==> config.mk <==
export PLATFORM = sky130hd
export DESIGN_NAME = bresenham_line_pixel_generator_unit
export DESIGN_NICKNAME = d
export VERILOG_FILES = /design/src/hdl/blpg_pkg.sv /design/src/hdl/blpg_csr.sv /design/src/hdl/blpg_stepper.sv /design/src/hdl/blpg_addr.sv /design/src/hdl/bresenham_line_pixel_generator_unit.sv
export SDC_FILE = /design/constraint.sdc
export NUM_CORES = 1
export LEC_CHECK = 0
export BUFFER_PORTS_ARGS = -buffer_cell sky130_fd_sc_hd__buf_2
export CORE_ASPECT_RATIO = 1.1
export CORE_MARGIN = 2
export CORE_UTILIZATION = 63
export CTS_CLUSTER_SIZE = 28
export DETAILED_ROUTE_END_ITERATION = 8
export GPL_TIMING_DRIVEN = 0
export PLACE_DENSITY = 0.9
export SYNTH_ARGS = -nofsm -noshare
export SYNTH_HDL_FRONTEND = slang
export SYNTH_SLANG_ARGS = --single-unit
==> constraint.sdc <==
create_clock -name clock -period 9.95 [get_ports clock]
set_input_delay 0 -clock clock [delete_from_list [all_inputs] [get_ports clock]]
set_output_delay 0 -clock clock [all_outputs]
set_load 0.02 [all_outputs]
==> src/hdl/blpg_pkg.sv <==
// Shared types and constants of the line pixel generator.
package blpg_pkg;

   // Input command codes
   localparam logic CMD_LOAD = 1'b0;
   localparam logic CMD_STEP = 1'b1;

   // Register indexes, taken from csr_paddr[3:2]
   localparam logic [1:0] REG_X_PAN       = 2'd0;
   localparam logic [1:0] REG_Y_PAN       = 2'd1;
   localparam logic [1:0] REG_PIXEL_BYTES = 2'd2;
   localparam logic [1:0] REG_ROW_STRIDE  = 2'd3;

   // Register reset values
   localparam logic [11:0] X_PAN_RESET       = 12'd0;
   localparam logic [11:0] Y_PAN_RESET       = 12'd0;
   localparam logic [3:0]  PIXEL_BYTES_RESET = 4'd4;
   localparam logic [15:0] ROW_STRIDE_RESET  = 16'd8192;

   // Field widths
   localparam int IN_BITS   = 11;
   localparam int OUT_BITS  = 12;
   localparam int ADDR_BITS = 30;
   localparam int ERR_BITS  = 14;

   typedef struct packed {
      logic [11:0] x_pan;
      logic [11:0] y_pan;
      logic [3:0]  pixel_bytes;
      logic [15:0] row_stride;
   } cfg_type;

   // Status of the stepper's pixel register and line state
   typedef struct packed {
      logic pix_valid;
      logic pix_last;
      logic line_active;
   } stp_status_type;

endpackage

==> src/hdl/blpg_csr.sv <==
// Configuration register file with APB-style access.
module blpg_csr (
   input  logic                 clock,
   input  logic                 reset,
   input  logic                 csr_psel,
   input  logic                 csr_penable,
   input  logic                 csr_pwrite,
   input  logic [3:0]           csr_paddr,
   input  logic [31:0]          csr_pwdata,
   output logic [31:0]          csr_prdata,
   output logic                 csr_pready,
   output blpg_pkg::cfg_type    cfg
);

   blpg_pkg::cfg_type cfg_ff;
   blpg_pkg::cfg_type cfg_in;
   logic              wr_en;

   assign csr_pready = 1'b1;
   assign wr_en      = csr_psel & csr_penable & csr_pwrite & csr_pready;

   // Decode the write
   always_comb begin
      cfg_in = cfg_ff;
      if (wr_en) begin
         case (csr_paddr[3:2])
            blpg_pkg::REG_X_PAN:       cfg_in.x_pan       = csr_pwdata[11:0];
            blpg_pkg::REG_Y_PAN:       cfg_in.y_pan       = csr_pwdata[11:0];
            blpg_pkg::REG_PIXEL_BYTES: cfg_in.pixel_bytes = csr_pwdata[3:0];
            blpg_pkg::REG_ROW_STRIDE:  cfg_in.row_stride  = csr_pwdata[15:0];
            default:                   cfg_in = cfg_ff;
         endcase
      end
   end

   always_ff @(posedge clock) begin
      if (reset) begin
         cfg_ff.x_pan       <= blpg_pkg::X_PAN_RESET;
         cfg_ff.y_pan       <= blpg_pkg::Y_PAN_RESET;
         cfg_ff.pixel_bytes <= blpg_pkg::PIXEL_BYTES_RESET;
         cfg_ff.row_stride  <= blpg_pkg::ROW_STRIDE_RESET;
      end else begin
         cfg_ff <= cfg_in;
      end
   end

   // Read back
   always_comb begin
      case (csr_paddr[3:2])
         blpg_pkg::REG_X_PAN:       csr_prdata = {20'd0, cfg_ff.x_pan};
         blpg_pkg::REG_Y_PAN:       csr_prdata = {20'd0, cfg_ff.y_pan};
         blpg_pkg::REG_PIXEL_BYTES: csr_prdata = {28'd0, cfg_ff.pixel_bytes};
         blpg_pkg::REG_ROW_STRIDE:  csr_prdata = {16'd0, cfg_ff.row_stride};
         default:                   csr_prdata = 32'd0;
      endcase
   end

   assign cfg = cfg_ff;

endmodule

==> src/hdl/blpg_stepper.sv <==
// Line state, per-command step logic and the pixel register.
module blpg_stepper #(
   parameter int COORD_BITS = 12
) (
   input  logic                         clock,
   input  logic                         reset,
   input  logic                         in_fire,
   input  logic                         in_command,
   input  logic [blpg_pkg::IN_BITS-1:0] x_start,
   input  logic [blpg_pkg::IN_BITS-1:0] y_start,
   input  logic [blpg_pkg::IN_BITS-1:0] x_end,
   input  logic [blpg_pkg::IN_BITS-1:0] y_end,
   input  logic [blpg_pkg::IN_BITS-1:0] shift_x,
   input  logic [blpg_pkg::IN_BITS-1:0] shift_y,
   input  logic                         pix_take,
   output logic [COORD_BITS-1:0]        pix_x,
   output logic [COORD_BITS-1:0]        pix_y,
   output blpg_pkg::stp_status_type     status
);

   localparam int IW = blpg_pkg::IN_BITS;
   localparam int EW = blpg_pkg::ERR_BITS;
   localparam int SW = (COORD_BITS > IW + 1) ? COORD_BITS : IW + 1;

   // Line state
   logic                  active_ff, active_in;
   logic [COORD_BITS-1:0] cur_x_ff, cur_x_in, cur_y_ff, cur_y_in;
   logic [COORD_BITS-1:0] goal_x_ff, goal_x_in, goal_y_ff, goal_y_in;
   logic [IW-1:0]         delta_x_ff, delta_x_in, delta_y_ff, delta_y_in;
   logic                  x_back_ff, x_back_in, y_back_ff, y_back_in;
   logic signed [EW-1:0]  err_ff, err_in;

   // Pixel register
   logic                  pix_valid_ff, pix_valid_in;
   logic                  pix_last_ff, pix_last_in;
   logic [COORD_BITS-1:0] pix_x_ff, pix_x_in, pix_y_ff, pix_y_in;

   // Load setup
   logic [IW-1:0]        load_dx, load_dy;
   logic [SW-1:0]        sum_xa, sum_ya, sum_xb, sum_yb;
   logic signed [EW-1:0] load_err;

   // Step logic
   logic                  emit, at_goal, go_x, go_y;
   logic signed [EW-1:0]  dx_s, dy_s, err_step;
   logic [COORD_BITS-1:0] cur_x_step, cur_y_step;

   always_comb begin
      load_dx = (x_end > x_start) ? x_end - x_start : x_start - x_end;
      load_dy = (y_end > y_start) ? y_end - y_start : y_start - y_end;
      sum_xa  = SW'(x_start) + SW'(shift_x);
      sum_ya  = SW'(y_start) + SW'(shift_y);
      sum_xb  = SW'(x_end) + SW'(shift_x);
      sum_yb  = SW'(y_end) + SW'(shift_y);
      // halve the leading delta, truncating toward zero
      load_err = (load_dx > load_dy) ? $signed(EW'(load_dx >> 1))
                                     : -$signed(EW'(load_dy >> 1));
   end

   always_comb begin
      at_goal    = (cur_x_ff == goal_x_ff) && (cur_y_ff == goal_y_ff);
      dx_s       = $signed(EW'(delta_x_ff));
      dy_s       = $signed(EW'(delta_y_ff));
      go_x       = err_ff > -dx_s;
      go_y       = err_ff < dy_s;
      err_step   = err_ff - (go_x ? dy_s : EW'(0)) + (go_y ? dx_s : EW'(0));
      cur_x_step = x_back_ff ? cur_x_ff - COORD_BITS'(1) : cur_x_ff + COORD_BITS'(1);
      cur_y_step = y_back_ff ? cur_y_ff - COORD_BITS'(1) : cur_y_ff + COORD_BITS'(1);
      emit       = in_fire && (in_command == blpg_pkg::CMD_STEP) && active_ff;
   end

   // Next state
   always_comb begin
      active_in    = active_ff;
      cur_x_in     = cur_x_ff;
      cur_y_in     = cur_y_ff;
      goal_x_in    = goal_x_ff;
      goal_y_in    = goal_y_ff;
      delta_x_in   = delta_x_ff;
      delta_y_in   = delta_y_ff;
      x_back_in    = x_back_ff;
      y_back_in    = y_back_ff;
      err_in       = err_ff;
      pix_valid_in = pix_valid_ff && !pix_take;
      pix_last_in  = pix_last_ff;
      pix_x_in     = pix_x_ff;
      pix_y_in     = pix_y_ff;
      if (in_fire && (in_command == blpg_pkg::CMD_LOAD)) begin
         // replace any line in progress
         active_in  = 1'b1;
         cur_x_in   = sum_xa[COORD_BITS-1:0];
         cur_y_in   = sum_ya[COORD_BITS-1:0];
         goal_x_in  = sum_xb[COORD_BITS-1:0];
         goal_y_in  = sum_yb[COORD_BITS-1:0];
         delta_x_in = load_dx;
         delta_y_in = load_dy;
         x_back_in  = !(x_start < x_end);
         y_back_in  = !(y_start < y_end);
         err_in     = load_err;
      end else if (emit) begin
         // hand the current pixel over and advance
         pix_valid_in = 1'b1;
         pix_last_in  = at_goal;
         pix_x_in     = cur_x_ff;
         pix_y_in     = cur_y_ff;
         if (at_goal) begin
            active_in = 1'b0;
         end else begin
            err_in = err_step;
            if (go_x) begin
               cur_x_in = cur_x_step;
            end
            if (go_y) begin
               cur_y_in = cur_y_step;
            end
         end
      end
   end

   always_ff @(posedge clock) begin
      if (reset) begin
         active_ff    <= 1'b0;
         cur_x_ff     <= '0;
         cur_y_ff     <= '0;
         goal_x_ff    <= '0;
         goal_y_ff    <= '0;
         delta_x_ff   <= '0;
         delta_y_ff   <= '0;
         x_back_ff    <= 1'b0;
         y_back_ff    <= 1'b0;
         err_ff       <= '0;
         pix_valid_ff <= 1'b0;
      end else begin
         active_ff    <= active_in;
         cur_x_ff     <= cur_x_in;
         cur_y_ff     <= cur_y_in;
         goal_x_ff    <= goal_x_in;
         goal_y_ff    <= goal_y_in;
         delta_x_ff   <= delta_x_in;
         delta_y_ff   <= delta_y_in;
         x_back_ff    <= x_back_in;
         y_back_ff    <= y_back_in;
         err_ff       <= err_in;
         pix_valid_ff <= pix_valid_in;
      end
   end

   // Pixel payload, no reset
   always_ff @(posedge clock) begin
      pix_last_ff <= pix_last_in;
      pix_x_ff    <= pix_x_in;
      pix_y_ff    <= pix_y_in;
   end

   assign pix_x              = pix_x_ff;
   assign pix_y              = pix_y_ff;
   assign status.pix_valid   = pix_valid_ff;
   assign status.pix_last    = pix_last_ff;
   assign status.line_active = active_ff;

endmodule

==> src/hdl/blpg_addr.sv <==
// Framebuffer address computation and the result register.
module blpg_addr #(
   parameter int COORD_BITS = 12
) (
   input  logic                           clock,
   input  logic                           reset,
   input  logic [COORD_BITS-1:0]          pix_x,
   input  logic [COORD_BITS-1:0]          pix_y,
   input  blpg_pkg::stp_status_type       status,
   input  blpg_pkg::cfg_type              cfg,
   output logic                           pix_take,
   input  logic                           rsp_ready,
   output logic                           rsp_valid,
   output logic [blpg_pkg::OUT_BITS-1:0]  rsp_pixel_x,
   output logic [blpg_pkg::OUT_BITS-1:0]  rsp_pixel_y,
   output logic [blpg_pkg::ADDR_BITS-1:0] rsp_pixel_address,
   output logic                           rsp_last_pixel
);

   localparam int OW   = blpg_pkg::OUT_BITS;
   localparam int AB   = blpg_pkg::ADDR_BITS;
   localparam int CW   = (COORD_BITS > OW) ? COORD_BITS : OW;
   localparam int PANW = CW + 1;
   localparam int XPW  = PANW + 4;
   localparam int YPW  = PANW + 16;
   localparam int SUMW = (YPW + 1 > AB) ? YPW + 1 : AB;

   logic            rsp_valid_ff, rsp_valid_in, load;
   logic [OW-1:0]   px_ff, px_in, py_ff, py_in;
   logic [AB-1:0]   addr_ff, addr_in;
   logic            last_ff;
   logic [CW-1:0]   x_wide, y_wide;
   logic [PANW-1:0] x_pan_sum, y_pan_sum;
   logic [XPW-1:0]  x_prod;
   logic [YPW-1:0]  y_prod;
   logic [SUMW-1:0] addr_sum;

   assign pix_take = !rsp_valid_ff || rsp_ready;
   assign load     = status.pix_valid && pix_take;

   // Offset, scale and add the two axes
   always_comb begin
      x_wide    = CW'(pix_x);
      y_wide    = CW'(pix_y);
      x_pan_sum = PANW'(x_wide) + PANW'(cfg.x_pan);
      y_pan_sum = PANW'(y_wide) + PANW'(cfg.y_pan);
      x_prod    = XPW'(x_pan_sum) * XPW'(cfg.pixel_bytes);
      y_prod    = YPW'(y_pan_sum) * YPW'(cfg.row_stride);
      addr_sum  = SUMW'(x_prod) + SUMW'(y_prod);
      addr_in   = addr_sum[AB-1:0];
      px_in     = x_wide[OW-1:0];
      py_in     = y_wide[OW-1:0];
   end

   // Hold while the receiver stalls, drop once transferred
   always_comb begin
      rsp_valid_in = rsp_valid_ff;
      if (load) begin
         rsp_valid_in = 1'b1;
      end else if (rsp_ready) begin
         rsp_valid_in = 1'b0;
      end
   end

   always_ff @(posedge clock) begin
      if (reset) begin
         rsp_valid_ff <= 1'b0;
      end else begin
         rsp_valid_ff <= rsp_valid_in;
      end
   end

   always_ff @(posedge clock) begin
      if (load) begin
         px_ff   <= px_in;
         py_ff   <= py_in;
         addr_ff <= addr_in;
         last_ff <= status.pix_last;
      end
   end

   assign rsp_valid         = rsp_valid_ff;
   assign rsp_pixel_x       = px_ff;
   assign rsp_pixel_y       = py_ff;
   assign rsp_pixel_address = addr_ff;
   assign rsp_last_pixel    = last_ff;

endmodule

==> src/hdl/bresenham_line_pixel_generator_unit.sv <==
// Top level of the Bresenham line pixel generator.
//
// Input channel (req_*): a load command (req_command = 0) takes two endpoints
// and a shift and starts a new line, replacing any line in progress; it gives
// no result. A step command (req_command = 1) gives the next pixel of the
// line, starting at the first endpoint; a step with no line active gives
// nothing. After the pixel flagged rsp_last_pixel the line is finished.
// Result channel (rsp_*): pixel coordinates, framebuffer byte address
// (x + x_pan) * pixel_bytes + (y + y_pan) * row_stride modulo 2^30, and the
// last flag. After its step transfer, a result passes through the stepper's
// pixel register and then the address multipliers' result register.
// Throughput: one item per cycle while the receiver does not stall, set by
// the single stepper register stage and the output register.
// When the receiver stalls, the result register holds and one more pixel
// waits in the pixel register; req_ready then drops until the output drains.
// Reset clears the line (no line active) and loads the register defaults.
// Configuration (csr_*): x_pan at 0x0, y_pan at 0x4, pixel_bytes at 0x8,
// row_stride at 0xC; write only while the block is idle.
module bresenham_line_pixel_generator_unit #(
   parameter int COORD_BITS = 12
) (
   input  logic                           clock,
   input  logic                           reset,
   input  logic                           req_valid,
   output logic                           req_ready,
   input  logic                           req_command,
   input  logic [blpg_pkg::IN_BITS-1:0]   req_x_start,
   input  logic [blpg_pkg::IN_BITS-1:0]   req_y_start,
   input  logic [blpg_pkg::IN_BITS-1:0]   req_x_end,
   input  logic [blpg_pkg::IN_BITS-1:0]   req_y_end,
   input  logic [blpg_pkg::IN_BITS-1:0]   req_shift_x,
   input  logic [blpg_pkg::IN_BITS-1:0]   req_shift_y,
   output logic                           rsp_valid,
   input  logic                           rsp_ready,
   output logic [blpg_pkg::OUT_BITS-1:0]  rsp_pixel_x,
   output logic [blpg_pkg::OUT_BITS-1:0]  rsp_pixel_y,
   output logic [blpg_pkg::ADDR_BITS-1:0] rsp_pixel_address,
   output logic                           rsp_last_pixel,
   input  logic                           csr_psel,
   input  logic                           csr_penable,
   input  logic                           csr_pwrite,
   input  logic [3:0]                     csr_paddr,
   input  logic [31:0]                    csr_pwdata,
   output logic [31:0]                    csr_prdata,
   output logic                           csr_pready
);

   blpg_pkg::cfg_type        cfg;
   blpg_pkg::stp_status_type stp_status;
   logic [COORD_BITS-1:0]    pix_x, pix_y;
   logic                     pix_take, req_fire;

   // Accept while the pixel register is empty or moving on
   assign req_ready = !stp_status.pix_valid || pix_take;
   assign req_fire  = req_valid && req_ready;

   blpg_csr u_csr (
      .clock       (clock),
      .reset       (reset),
      .csr_psel    (csr_psel),
      .csr_penable (csr_penable),
      .csr_pwrite  (csr_pwrite),
      .csr_paddr   (csr_paddr),
      .csr_pwdata  (csr_pwdata),
      .csr_prdata  (csr_prdata),
      .csr_pready  (csr_pready),
      .cfg         (cfg)
   );

   blpg_stepper #(
      .COORD_BITS (COORD_BITS)
   ) u_stepper (
      .clock      (clock),
      .reset      (reset),
      .in_fire    (req_fire),
      .in_command (req_command),
      .x_start    (req_x_start),
      .y_start    (req_y_start),
      .x_end      (req_x_end),
      .y_end      (req_y_end),
      .shift_x    (req_shift_x),
      .shift_y    (req_shift_y),
      .pix_take   (pix_take),
      .pix_x      (pix_x),
      .pix_y      (pix_y),
      .status     (stp_status)
   );

   blpg_addr #(
      .COORD_BITS (COORD_BITS)
   ) u_addr (
      .clock             (clock),
      .reset             (reset),
      .pix_x             (pix_x),
      .pix_y             (pix_y),
      .status            (stp_status),
      .cfg               (cfg),
      .pix_take          (pix_take),
      .rsp_ready         (rsp_ready),
      .rsp_valid         (rsp_valid),
      .rsp_pixel_x       (rsp_pixel_x),
      .rsp_pixel_y       (rsp_pixel_y),
      .rsp_pixel_address (rsp_pixel_address),
      .rsp_last_pixel    (rsp_last_pixel)
   );

   // A pixel moving out of the pixel register shows up as a result
   a_pix_to_rsp: assert property (@(posedge clock) disable iff (reset)
      (stp_status.pix_valid && pix_take) |=> rsp_valid)
      else $error("pixel transfer did not reach the result register");

   // A load, or a step with no line active, yields no pixel
   a_no_pixel: assert property (@(posedge clock) disable iff (reset)
      (req_fire && (req_command == blpg_pkg::CMD_LOAD || !stp_status.line_active))
      |=> !stp_status.pix_valid)
      else $error("pixel produced without an active line step");

   // A load starts a line
   a_load_active: assert property (@(posedge clock) disable iff (reset)
      (req_fire && req_command == blpg_pkg::CMD_LOAD) |=> stp_status.line_active)
      else $error("load did not start a line");

   // The last pixel of a line ends it
   a_last_ends: assert property (@(posedge clock) disable iff (reset)
      ($rose(stp_status.pix_valid) && stp_status.pix_last
       && !$past(req_fire && req_command == blpg_pkg::CMD_LOAD))
      |-> !stp_status.line_active)
      else $error("line still active after its last pixel");

endmodule
# [After elaboration in Yosys (flattened, before gate mapping)]
# Index checks and enable logic that the tools add are counted.
[classes] n_eq_ne=6 reduce_logical=29 magnitude_cmp=7 muxes=26 n_addsub=19 n_bitwise=4 mul=2
[op_table] op="32-bit one-hot mux with 4 select lines" count=1
[op_table] op="12-bit 2-to-1 mux" count=10
[op_table] op="14-bit 2-to-1 mux" count=4
[op_table] op="11-bit by 11-bit adder with 12-bit output" count=4
[op_table] op="11-bit 2-to-1 mux" count=4
[op_table] op="11-bit subtractor" count=4
[op_table] op="11-bit greater-than comparator" count=3
[op_table] op="17-bit by 29-bit adder with 30-bit output" count=1
[op_table] op="13-bit by 16-bit multiplier with 29-bit output" count=1
[op_table] op="12-bit by 12-bit adder with 13-bit output" count=2
[op_table] op="12-bit by 1-bit adder with 12-bit output (second input constant)" count=2
[op_table] op="12-bit equality test" count=2
[op_table] op="12-bit by 1-bit subtractor with 12-bit output (second input constant)" count=2
[op_table] op="11-bit < comparator" count=2
[op_table] op="13-bit by 4-bit multiplier with 17-bit output" count=1
[op_table] op="14-bit adder" count=1
[op_table] op="14-bit greater-than comparator" count=1
[op_table] op="14-bit by 12-bit < comparator with 1-bit output" count=1
[op_table] op="10-bit negation with 14-bit output" count=1
[op_table] op="11-bit negation with 14-bit output" count=1
[op_table] op="2-bit AND reduction" count=7
[op_table] op="14-bit subtractor" count=1
[op_table] op="2-bit nonzero test" count=5
[op_table] op="1-bit logical AND" count=7
[op_table] op="other kinds (10)" count=25
[word_totals] input_bits=110 word_cells=116 reg_bits=213

# [Logic depth before layout (Yosys ltp)]
# Gate-level depths: netlist of the first run.
[logic_depth] depth_word=8 mapped_depth=36 depth_no_buf=35

# [By module]
# A second synthesis of the first run with hierarchy kept.
[unflattened] cells_unflattened=2817 area_unflattened_um2=24777.5
[modules_own_cells] module="blpg_stepper" instances=1 cells_per_inst=1407 area_each_um2=11314.6
[modules_own_cells] module="blpg_addr" instances=1 cells_per_inst=1167 area_each_um2=11178.2
[modules_own_cells] module="blpg_csr" instances=1 cells_per_inst=241 area_each_um2=2262.2
[modules_own_cells] module="bresenham_line_pixel_generator_unit" instances=1 cells_per_inst=2 area_each_um2=22.5

# [Worst setup path before layout of the first run]
# OpenSTA, ideal clock, no wires.
[synth_path] kind="flip-flop to flip-flop" from="register u_csr.cfg_ff, in the netlist u_csr.cfg[20]" to="register u_addr.addr_ff[29] (netlist: u_addr.rsp_pixel_address[29]) (data pin)" stages_incl_launch_ff=35 t_arrival_ns=7.741 path_slack_ns=1.949 required_ns=9.690 path_buffers=1 cell_sequence="dfxtp_1 -> ha_1 -> inv_1 -> fa_1 -> nor2b_1 -> o21ai_0 -> a21boi_1 -> o21ai_0 -> a21boi_0 -> o21ai_0 -> a21boi_0 -> o21ai_0 -> a21oi_1 -> clkbuf_1 -> nand2_1 -> fa_1 -> fa_1 -> inv_1 -> fa_1 -> fa_1 -> fa_1 -> inv_1 -> fa_1 -> inv_1 -> ha_1 -> a21o_1 -> a21oi_1 -> nor2_1 -> o31a_1 -> a311oi_1 -> o21ai_1 -> a221oi_1 -> o31ai_1 -> a21oi_1 -> xnor2_1"
[synth_between] elab_chain_len=3
[synth_lines] element="start, declared" line="blpg_csr.sv:15" source="blpg_pkg::cfg_type cfg_ff;"
[synth_lines] element="start signal, assigned" line="blpg_csr.sv:43" source="cfg_ff <= cfg_in;"
[synth_lines] element="12-bit by 12-bit adder with 13-bit output" line="blpg_addr.sv:46" source="y_pan_sum = PANW'(y_wide) + PANW'(cfg.y_pan);"
[synth_lines] element="13-bit by 16-bit multiplier with 29-bit output" line="blpg_addr.sv:48" source="y_prod = YPW'(y_pan_sum) * YPW'(cfg.row_stride);"
[synth_lines] element="17-bit by 29-bit adder with 30-bit output" line="blpg_addr.sv:49" source="addr_sum = SUMW'(x_prod) + SUMW'(y_prod);"
[synth_lines] element="named net u_addr.addr_in[29]" line="blpg_addr.sv:30" source="logic [AB-1:0] addr_ff, addr_in;"
[synth_lines] element="end signal, assigned" line="blpg_addr.sv:77" source="addr_ff <= addr_in;"
[synth_lines] element="end, declared" line="blpg_addr.sv:30"
# The timed path passes the listed nets, and every way through them passes these cells.
# A chain may end at the register's enable or synchronous reset.

# [Worst setup path after layout of the first run]
[layout_path] from="register u_stepper.pix_y_ff[0] (netlist: u_stepper.pix_y[0])" to="register u_addr.addr_ff[29] (netlist: u_addr.rsp_pixel_address[29]) (data pin)"
[layout_between] elab_chain_len=3
[layout_lines] element="start, declared" line="blpg_stepper.sv:36" source="logic [COORD_BITS-1:0] pix_x_ff, pix_x_in, pix_y_ff, pix_y_in;"
[layout_lines] element="start signal, assigned" line="blpg_stepper.sv:152" source="pix_y_ff <= pix_y_in;"
[layout_lines] element="12-bit by 12-bit adder with 13-bit output" line="blpg_addr.sv:46"
[layout_lines] element="13-bit by 16-bit multiplier with 29-bit output" line="blpg_addr.sv:48"
[layout_lines] element="17-bit by 29-bit adder with 30-bit output" line="blpg_addr.sv:49"
[layout_lines] element="named net u_addr.addr_in[29]" line="blpg_addr.sv:30"
# The timed path passes the listed nets, and every way through them passes these cells.

==> results.md, run 1 <==
- Status: finished with violations
- Failing checks: negative hold slack
- Period minus WS final: 9.53 ns
- Post-synthesis cell count: 2755
- Synth Flop Type: dfxtp_1
- Synthesized flop and latch total: 213
- Register area share after synthesis: 21.0%
- Max-slew violation count: 0
- Slowest stage delay, CP: 0.56 ns
- Synth Area in Simple Gates: 16.1%
- Ant diodes: 0
- Initial antenna violation count: 0
- Core footprint: 37900 um2
- Vias in the first global route: 21900
- Asr flop ratio synth: 0%
- Drt first pass iters: 6
- Slew HR: 17.6%
- Fin nets: 3628
- Root Driver: clkbuf_16
- Slew of the pin with the lowest slew margin: 1.23 ns
- DRC viols: 0
- Site Rows: 75
- Layout cells sized above 1: 8.84%
- ANT nets after route: 0
- Compound-Gate Fraction of Synth Area: 12.5%
- Commonest non-fill, non-tap cells in the layout: inv_1 (414), nand2_1 (366), ha_1 (287)
- Xor/xnor share of the synthesized area: 5.49%
- First-pass GRT wire length: 114000 um
- Avg Vias per Cell: 5.95
- Fmax: 105 MHz
- Hold WS: -0.00000794 ns
- Die width: 191 um
- TritonCTS clock tree: yes
- Mux cell area share after synthesis: 2.70%
- H-tree depth: 1
- Largest family of logic cells by synthesized area: adder cells
- GPL Wtd Cong: 0.993
- Area grow syn2layout: 11.5%
- Final setup violation count: 0
- Worst vdd ir: 0.153 mV
- Placed cell areas: 25700 um2
- Initial Utilization: 63.6%
- Final hold violations: 1
- DR iter-0 viols: 1549
- Worst path most repeated cell: fa_1
- PwrDens: 117 nW/um2
- DP HPWL: 58400 um
- Congestion Overflow GR: 0
- Mapped cell area: 24100 um2
- Layout Skew: 0.0235 ns
- Worst r2r path cells: 33
- Max-cap violations: 0
- Clock slew at reported path FFs: 0.07 ns
- Die Area: 39900 um2
- Leak Pwr: 0.0129 uW
- Setup CP Type: reg -> reg
- Total CTS buffers: 23
- Largest net degree at the start of global routing: 31
- GRT Total Usage: 36.7%
- Die Height: 209 um
- Fillers: 2836
- Clock Path Buffers: 3
- Synth Warn #: 0
- Yosys cell types: 76
- Drt total wl: 72200 um
- Design area: 26900 um2
- RSZ-0062 raised after global routing: false
- Io pins: 200
- Worst Path Max Fanout: 10
- Port Buf Inserts: 163
- Hold depth: 3
- Vias: 20900
- Startpoint Class: flip-flop
- Detailed-route wire length per cell: 20.5 um
- Worst path required time: 10.24 ns
- Mean Syn Cell Area: 8.76 um2
- CP Capture Type: flip-flop
- Slowest CP cell: a211oi_2
- Clock tree sinks: 213
- EDFF count, synth: 80
- CP arrival: 9.82 ns
- Worst skew pair latency: 0.55 ns
- Commonest non-fill, non-tap cell in the layout: inv_1
- Final period util: 95.8%
- Fin Setup TNS: 0 ns
- Worst Hold Class: in -> reg
- Adder-cell share of the synthesized area: 33.7%
[cells by family (layout without fill, tap and decap cells)]
group                    after synthesis  in the layout
AND/OR/NAND/NOR                      823            823
flip-flops                           213            213
XOR/XNOR                             147            147
adder cells (fa/ha/maj)              514            514
buffers and inverters                523            774
AO/OA/AOI/OAI                        474            474
multiplexers                          59             59
other                                  2             17
[power breakdown]
group | internal [uW] | switching, uW | total [uW]
Sequential | 950 | 54.2 | 1000
Clock | 525 | 385 | 910
Combinational | 504 | 742 | 1250
Total | 1980 | 1180 | 3160
[registers in the layout, summed over array words and instances (netlist names), 11 cells and up]
register,count
u_csr.cfg,44
u_addr.rsp_pixel_address,30
u_stepper.err_ff,14
u_addr.rsp_pixel_x,12
u_addr.rsp_pixel_y,12
u_stepper.cur_x_ff,12
u_stepper.cur_y_ff,12
u_stepper.goal_x_ff,12
u_stepper.goal_y_ff,12
u_stepper.pix_x,12
u_stepper.pix_y,12
u_stepper.delta_x_ff,11
u_stepper.delta_y_ff,11
[critical path, delay by kind of cell (launching register included)]
kind	cells	cell delay [ns]
fa+ha+maj	9	3.83
compound gates	11	2.95
simple gates	5	1.14
buf+inv	7	0.78
flops	1	0.41
xor+xnor	1	0.14
[path summary, 6_finish.rpt]
path	start	endpoint	slack, ns
hold reg to reg	u_stepper.pix_last_ff$_DFFE_PP_	u_addr.rsp_last_pixel$_DFFE_PP_	0.43
hold / removal	req_y_end[0]	u_stepper.delta_y_ff[0]$_SDFFE_PP0P_	-0.000008
setup reg to reg	u_stepper.pix_y[0]$_DFFE_PP_	u_addr.rsp_pixel_address[29]$_DFFE_PP_	0.42
setup / recovery	u_stepper.pix_y[0]$_DFFE_PP_	u_addr.rsp_pixel_address[29]$_DFFE_PP_	0.42
[metrics by stage]
step	util (%)	worst slack (ns)	std cells	total power (uW)
2_1_floorplan	-	1.95	2770	1870
3_3_place_gp	67.6	0.501	3433	2170
3_5_place_dp	67.7	0.281	3434	2220
4_1_cts	70.9	0.202	3521	3130
5_1_grt	71.0	0.0463	3521	3320
6_report	71.0	0.420	3521	3160
[synthesized netlist by cell type (all sizes together) (8+ instances only)]
cell type	number	area share, %
inv	414	6.4
edfxtp	80	10
o21ai	95	2.0
o211ai	10	0.31
o21bai	9	0.28
nand2b	31	0.80
nand2	367	5.7
and3	19	0.49
a21o	60	1.9
dfxtp	133	11
nor2	140	2.2
or3	13	0.34
nand3	21	0.46
clkbuf	73	1.1
a31oi	15	0.45
a21oi	148	3.1
nor3	45	0.95
buf	36	0.91
fa	227	19
o21a	17	0.53
a21boi	15	0.47
ha	287	15
nand4	15	0.39
xnor2	104	3.9
and2	90	2.3
mux2	8	0.37
a211oi	55	1.7
mux2i	47	1.9
xor2	43	1.6
nor2b	32	0.83
[cell type report]
| class | instances | area, um2 | share of cell area (%) |
|---|---|---|---|
| buffer | 109 | 498 | 1.85 |
| sequential | 213 | 5060 | 18.8 |
| clock buffer | 31 | 626 | 2.33 |
| clock inverter | 11 | 154 | 0.572 |
| multi-input combinational | 2034 | 17100 | 63.5 |
| tap | 500 | 626 | 2.33 |
| timing repair buffer | 209 | 1290 | 4.78 |
| inverter | 414 | 1550 | 5.78 |
[what timing repair did]
action / 4_1_cts / 5_1_grt
setup buffers: 0 / 0
setup endpoints to repair: 0 / 6
hold buffers: 45 / 0
resized for setup: 0 / 12
hold endpoints to repair: 64 / 0
[per-layer routing]
metal  wire (um)  track usage (%)  vias up
met4        5470             22.8        0
met2       35600             65.5     1064
li1            -                -     9570
met5           0                0        -
met1       26200             41.9     9984
met3        5020             3.98      327
(Power assumes the default switching activity.)
==> run 2: changes to the inputs <==
- BUFFER_PORTS_ARGS: -buffer_cell sky130_fd_sc_hd__buf_2 -> -buffer_cell sky130_fd_sc_hd__clkbuf_2
- SLEW_MARGIN: default -> 20
==> run 2 against run 1 <==
Compared with the run above:
- the flow now finishes without violations
- utilization is 0.14 points higher
- clock power is 2.3% lower
- hold slack better by 0.017 ns
- register-to-register slack better by 0.05 ns
- total power is 0.55% lower
- die area stayed put
- combinational power hardly changed
- first-iteration DRC count is 2.6% higher
- flip-flop and latch count stayed put
- largest power group unchanged
- highest routed layer is now met5
==> results.md, run 2 (same netlist as run 1, synthesis figures left out) <==
- Status: complete, no violations
- DRC viols: 0 (unchanged)
- Clock power share: 28.3% (-0.5 points)
- Fmax: 106 MHz (+0.56%)
- Worst Path Max Fanout: 10 (unchanged)
- PwrDens: 117 nW/um2 (-0.75%)
- Worst path most repeated cell: fa_1
- Port Buf Inserts: 163 (unchanged)
- DP HPWL: 57900 um (-0.97%)
- Placed cell areas: 25700 um2 (+0.11%)
- Placed cells: 3435 (+0.029%)
- Layout Skew: 0.0155 ns (-0.00792 ns)
- Site Rows: 75 (unchanged)
- Max-cap violations: 0 (unchanged)
- H-tree depth: 1 (unchanged)
- Leak Pwr: 0.0130 uW (+0.38%)
- Area grow syn2layout: 11.7%
- CP arrival: 9.77 ns (-0.05 ns)
- Reg-to-reg setup timing slack: 0.47 ns (+0.05 ns)
- Part of the power in registers: 31.9% (about the same)
- Clock slew at reported path FFs: 0.07 ns (about the same)
- Worst skew pair latency: 0.55 ns (about the same)
- Routing usage on met2: 65.2% (-0.25 points)
- Congestion Overflow GR: 0 (unchanged)
- Core footprint: 37900 um2 (unchanged)
- RSZ-0062 raised after global routing: false
- Sw frac: 37.8% (+0.46 points)
- DR iter-0 viols: 1589 (+2.6%)
- Slowest CP cell: fa_1
- Period minus WS final: 9.48 ns (-0.0535 ns)
- Gate power share: 39.8% (+0.4 points)
- Worst Hold Class: in -> reg
- Avg Vias per Cell: 5.98 (+0.61%)
- Io pins: 200 (unchanged)
- Detailed-route wire length per cell: 20.4 um (-0.74%)
- GRT Total Usage: 36.8% (+0.082 points)
- Total CTS buffers: 23 (unchanged)
- Commonest non-fill, non-tap cells in the layout: inv_1 (414), nand2_1 (366), ha_1 (287)
- Bufs and invs on worst path: 5 (-2)
- Slew of the pin with the lowest slew margin: 1.20 ns (-0.0316 ns)
- Fillers: 2862 (+0.92%)
- Max-slew violation count: 0 (unchanged)
- Clock Path Buffers: 3 (unchanged)
- Vias in the first global route: 22600 (+3.4%)
- Root Driver: clkbuf_16
- TritonCTS clock tree: yes
- Die width: 191 um (unchanged)
- Design area: 27000 um2 (+0.20%)
- Final setup violation count: 0 (unchanged)
- Initial Utilization: 63.6% (unchanged)
- GPL Wtd Cong: 1.01 (+1.8%)
- Largest net degree at the start of global routing: 27 (-13%)
- Busiest grt layer: met2
- Fin nets: 3633 (+0.14%)
- CP top delay family: adder cells
- Largest register FFs: 44 (unchanged)
- Clock tree sinks: 213 (unchanged)
- Startpoint Class: flip-flop
- Met3 usage: 5.06% (+1.1 points)
- Die Height: 209 um (unchanged)
- Final hold violations: 0 (-1)
- Slew HR: 19.7% (+2.1 points)
- Slowest stage delay, CP: 0.53 ns (-0.03 ns)
- Die Area: 39900 um2 (unchanged)
- Design Power: 3140 uW (-0.55%)
- Vias: 21100 (+0.75%)
- Drt total wl: 71800 um (-0.60%)
- NetSw: 1190 uW (+0.67%)
- Worst path required time: 10.25 ns (about the same)
- Final core occ: 71.1% (+0.14 points)
- Drt first pass iters: 6 (unchanged)
- Fin Setup TNS: 0 ns (unchanged)
- Final period util: 95.2% (-0.54 points)
- Final cell count without fillers: 3526 (+0.14%)
- Commonest non-fill, non-tap cell in the layout: inv_1
- Layout cells sized above 1: 8.96% (+0.12 points)
- First-pass GRT wire length: 115000 um (+1.4%)
- CP Capture Type: flip-flop
- GR Layer Usage met1: 41.5% (-0.46 points)
- Setup bufs post-CTS: 0 (unchanged)
- Pint: 1950 uW (-1.3%)
- Setup CP Type: reg -> reg
- Worst vdd ir: 0.147 mV (-4.0%)
- ANT nets after route: 0 (unchanged)
- Initial antenna violation count: 1 (+1)
- Ant diodes: 0 (unchanged)
run 2: cell count changes in the layout (fill, tap and decap cells not counted), sizes merged:
cell | before | now
clkinv | 4 | 8
clkbuf | 104 | 265
buf | 200 | 38
bufinv | 3 | 1
dlygate4sd3 | 45 | 49
run 2: final cells by class:
cell class / count / area [um2] / area share (%)
plain buffers: 109 / 499 / 1.85
clock buffers: 29 / 651 / 2.41
clock inverters: 13 / 114 / 0.422
inverters: 414 / 1550 / 5.76
multi-input cells: 2034 / 17100 / 63.4
flip-flops and latches: 213 / 5060 / 18.8
well taps: 500 / 626 / 2.32
repair buffers: 214 / 1350 / 5.02
run 2: metal layers:
layer	wire [um]	vias to the layer above
met5	19	-
met4	5190	2
met3	4940	320
met2	35400	1014
met1	26300	10200
li1	-	9575
run 2: stage by stage:
stage               worst slack, ns  hold WS, ns
finish                        0.474       0.0172
global route                 0.0271       0.0285
CTS                          0.0299     0.000439
detailed placement            0.231        0.279
global placement              0.527        0.265
floorplan                      1.95        0.123
run 2: path summary, 6_finish.rpt:
check,startpoint,to,cells past startpoint
worst max register to register,u_csr.cfg[20]$_SDFFE_PP0P_,u_addr.rsp_pixel_address[29]$_DFFE_PP_,34
worst min-delay path,req_shift_x[8],u_stepper.goal_x_ff[9]$_SDFFE_PP0P_,4
worst max-delay path,u_csr.cfg[20]$_SDFFE_PP0P_,u_addr.rsp_pixel_address[29]$_DFFE_PP_,34
worst min register to register,u_stepper.pix_last_ff$_DFFE_PP_,u_addr.rsp_last_pixel$_DFFE_PP_,0
run 2: tightest hold or removal path, stage by stage:
cell and delay, ns:
clkbuf_2 0.10, ha_1 0.18, or3_1 0.11, a32o_1 0.14
run 2: what timing repair did:
item,4_1_cts,5_1_grt
gates resized for setup,0,15
hold buffers,49,0
endpoints found under the setup margin,0,6
hold endpoints to repair,60,0
run 2: power groups by stage:
stage	combinational [uW]	clock, uW	sequential [uW]
CTS	1220	887	1000
global placement	1140	0	1020
global route	1380	918	1010
floorplan	874	0	1000
finish	1250	889	1000
detailed placement	1190	0	1020
